--- src/hw/rtl/tscm_ram.sv ---
module tscm_ram #(
  parameter int WIDTH = 8,
  parameter int DEPTH = 256
) (
  input  logic                     clk,
  input  logic                     we,
  input  logic [$clog2(DEPTH)-1:0] waddr,
  input  logic [WIDTH-1:0]         wdata,
  input  logic [$clog2(DEPTH)-1:0] raddr,
  output logic [WIDTH-1:0]         rdata
);

  logic [WIDTH-1:0] mem [DEPTH];

  always_ff @(posedge clk) begin
    if (we) begin
      mem[waddr] <= wdata;
    end
    rdata <= mem[raddr];
  end

endmodule

--- config.mk ---
export PLATFORM = sky130hd
export DESIGN_NAME = tscm_ram
export DESIGN_NICKNAME = d
export VERILOG_FILES = /design/src/hw/rtl/tscm_ram.sv
export SDC_FILE = /design/constraint.sdc
export NUM_CORES = 2
export LEC_CHECK = 0
export ABC_AREA = 1
export BUFFER_PORTS_ARGS = -buffer_cell sky130_fd_sc_hd__buf_2
export CAP_MARGIN = 5
export CORE_MARGIN = 5
export CORE_UTILIZATION = 59
export CTS_BUF_LIST = sky130_fd_sc_hd__clkbuf_2
export CTS_CLUSTER_DIAMETER = 50
export DETAILED_ROUTE_END_ITERATION = 12
export PLACE_DENSITY = 0.76
export SETUP_SLACK_MARGIN = 0.05
export SYNTH_ARGS = -nofsm -noshare
export SYNTH_HDL_FRONTEND = slang
export SYNTH_SLANG_ARGS = --single-unit
--- constraint.sdc ---
create_clock -name clk -period 2.29 [get_ports clk]
set_input_delay 0.3435 -clock clk [delete_from_list [all_inputs] [get_ports clk]]
set_output_delay 0.3435 -clock clk [all_outputs]
set_load 0.005 [all_outputs]
==> results.cfg <==
[pwr]
p_sw_mw = 17.8
irDropWorstVdd_v = 0.000460
p_int_mw = 51.5
p_leak_nw = 35.0
powerDensity_nw_per_um2 = 731
power.share.clock_pct = 32.3
comb_power_share_pct = 7.8
netSwitchingFraction_pct = 25.7
seqPwrFrac_pct = 59.9

[route]
wire_per_inst_um = 23.0
vias = 59889
drt-vias-per-instance = 6.01
drc = 0
drt-total-wl_um = 230000
drtPass1Iterations = 7
antenna_left = 0
initialDrtViolationCount = 8329

[floorplan]
rows = 138
start_util_pct = 59.1
fp.coreArea_um2 = 141000
die_area_um2 = 149000
die_height_um = 386
io_pins = 34
die_w_um = 386

[clock_network]
numCtsBuffers = 489
clockBufferDepth = 4
ctsRootBufferMaster = clkbuf_2
htreeDepth = 5
clock-sinks = 2056
cts_tree = done
clk_latency_ps = 1860
clk_pin_slew_worst_paths_ps = 110

[placed_design]
io_buffer_count = 33
preCtsSetupSlack_ps = -323
place_congestion = 0.932
post-dp-hpwl_um = 139000

[status]
failed_checks = setup timing
run_status = complete, but fails checks

[timing]
setup_slack_ps = -470
fin_tns_setup_ps = -3450
fin_crit_ps = 2760
finalCritPeriodShare_pct = 121
fmaxAchievable_mhz = 362
hold_ws_ps = 207
tightest_slew_ps = 1230
rsz0062_at_grt = true
slew_headroom_pct = 18.1
setup-violations-final = 14
hold_violations = 0
skew_ps = 214
slew_violations = 0

[logic_synthesis]
synth_seq_cells = 2056
netlist_area_um2 = 83400
synth_top_area_share_pct = 73.7
synth_nets = 7029
avgSynthCellArea_um2 = 11.9
ys_types = 14
yosysTopAreaCell = edfxtp_1
syn_inst = 7003
yosysWarnings = 0
synth.area.top_cells = edfxtp_1 74%, nand3_1 12%, nand2_1 9.6%
ys_seq_area_share_pct = 73.9

[worst_setup_path]
cp_data_required_time_ps = 1950
crit_cells = 1
arrival_ps = 2420
crit_path_cell_trace = buf_6
crit_slowest_cell = dfxtp_4
cpLargestDelayFamily = flip-flops
crit_path_start = rdata[6]
r2r-end = rdata[4]
crit_buf_inv = 1
timing.rr.start = mem[199][4]
criticalPathCategory = flip-flop to primary output
worstSetupEndpoint = rdata[6]
slowest_delay_ps = 450
r2r_slack_ps = 200
critPathLaunchType = flip-flop
cp_max_fo = 1
reg2reg_depth = 11
crit_path_end_kind = primary output

[cells_and_area]
drive_gt1_share_pct = 17.1
fin_nets = 7746
final_core_util_pct = 67.2
area_growth_pct = 13.6

[global_route]
grt_pass1_vias = 58437
grt_usage_pct = 31.0
grt_pass1_wl_um = 346000
antenna_found_initial = 13
overflow = 0
grt_max_degree = 127

[min_path]
hp-class = input pin to flip-flop

[run]
max-cap-violations = 0
metrics by stage:
step / instances / total power, mW / instance area [µm²]
floorplan: 7003 / 44.9 / 83400
global placement: 9037 / 47.3 / 89500
global route: 9965 / 72.0 / 94700
CTS: 9961 / 69.4 / 94700
finish: 9972 / 69.2 / 94800
detailed placement: 9037 / 47.4 / 89500
layout by cell type (no fill, tap or decap), types with 11 or more instances in the layout:
| cell | instances |
|---|---|
| buf_12 | 121 |
| buf_2 | 13 |
| buf_4 | 475 |
| buf_8 | 11 |
| clkbuf_2 | 706 |
| clkinv_1 | 111 |
| clkinv_2 | 14 |
| diode_2 | 14 |
| dlygate4sd3_1 | 71 |
| edfxtp_1 | 2048 |
| inv_1 | 34 |
| nand2_1 | 2123 |
| nand3_1 | 2015 |
| nor2_1 | 281 |
worst min-delay path by stage:
stage,start,to,slack [ps],cells after the start
2_1_floorplan,wdata[0],mem[0][0],440,0
4_1_cts,raddr[1],rdata[7],20,13
3_5_place_dp,wdata[1],mem[207][1],650,1
6_report,raddr[1],rdata[1],210,12
5_1_grt,raddr[1],rdata[1],140,12
3_3_place_gp,wdata[1],mem[207][1],660,1
repair_timing:
item,in CTS,in global routing
buffers inserted,0,0
endpoints found under the setup margin,8,359
gates cloned,0,0
hold buffers,85,1
hold endpoints to repair,4104,1
pin swaps,0,0
resized for setup,25,14
final cells by class:
class                   instances  area [µm²]
repair buffers                709        7230
inverters                      39         180
well taps                    1890        2360
clock buffers                 706        3530
multi-input cells            4425       19200
diodes                         14        35.0
flip-flops and latches       2056       61700
fillers                      9841       46300
clock inverters               133         569
registers in the layout, summed over array words and instances (netlist names):
signal,cells
mem,2048
rdata,8
cells in the mapped netlist (all sizes together):
| master | instances |
|---|---|
| nand3 | 2019 |
| nor2 | 283 |
| dfxtp | 8 |
| nand2 | 2123 |
| inv | 39 |
| clkbuf | 112 |
| buf | 371 |
| edfxtp | 2048 |
cells by family after synthesis:
family | synth area share (%)
and+or+nand+nor | 22.9
DFF | 73.9
buffers and inverters | 3.12
per-layer routing:
| metal | vias up | track usage [%] | share of wire, % | routed length (µm) |
|---|---|---|---|---|
| met5 | - | 0 | 0.012 | 28 |
| met2 | 4219 | 47.3 | 46 | 105000 |
| met4 | 4 | 14.0 | 4.4 | 10200 |
| met1 | 28395 | 41.7 | 36 | 82000 |
| li1 | 26599 | - | - | - |
| met3 | 672 | 9.13 | 14 | 32200 |
power by group through the flow:
stage / clock [mW] / combinational, mW / sequential, mW
after floorplan: 0 / 2.56 / 42.3
after detailed placement: 0 / 5.08 / 42.3
after global routing: 24.8 / 5.75 / 41.5
final: 22.4 / 5.40 / 41.5
after global placement: 0 / 4.97 / 42.3
after CTS: 22.7 / 5.28 / 41.5
No activity file was read; power rests on OpenSTA's default activity.
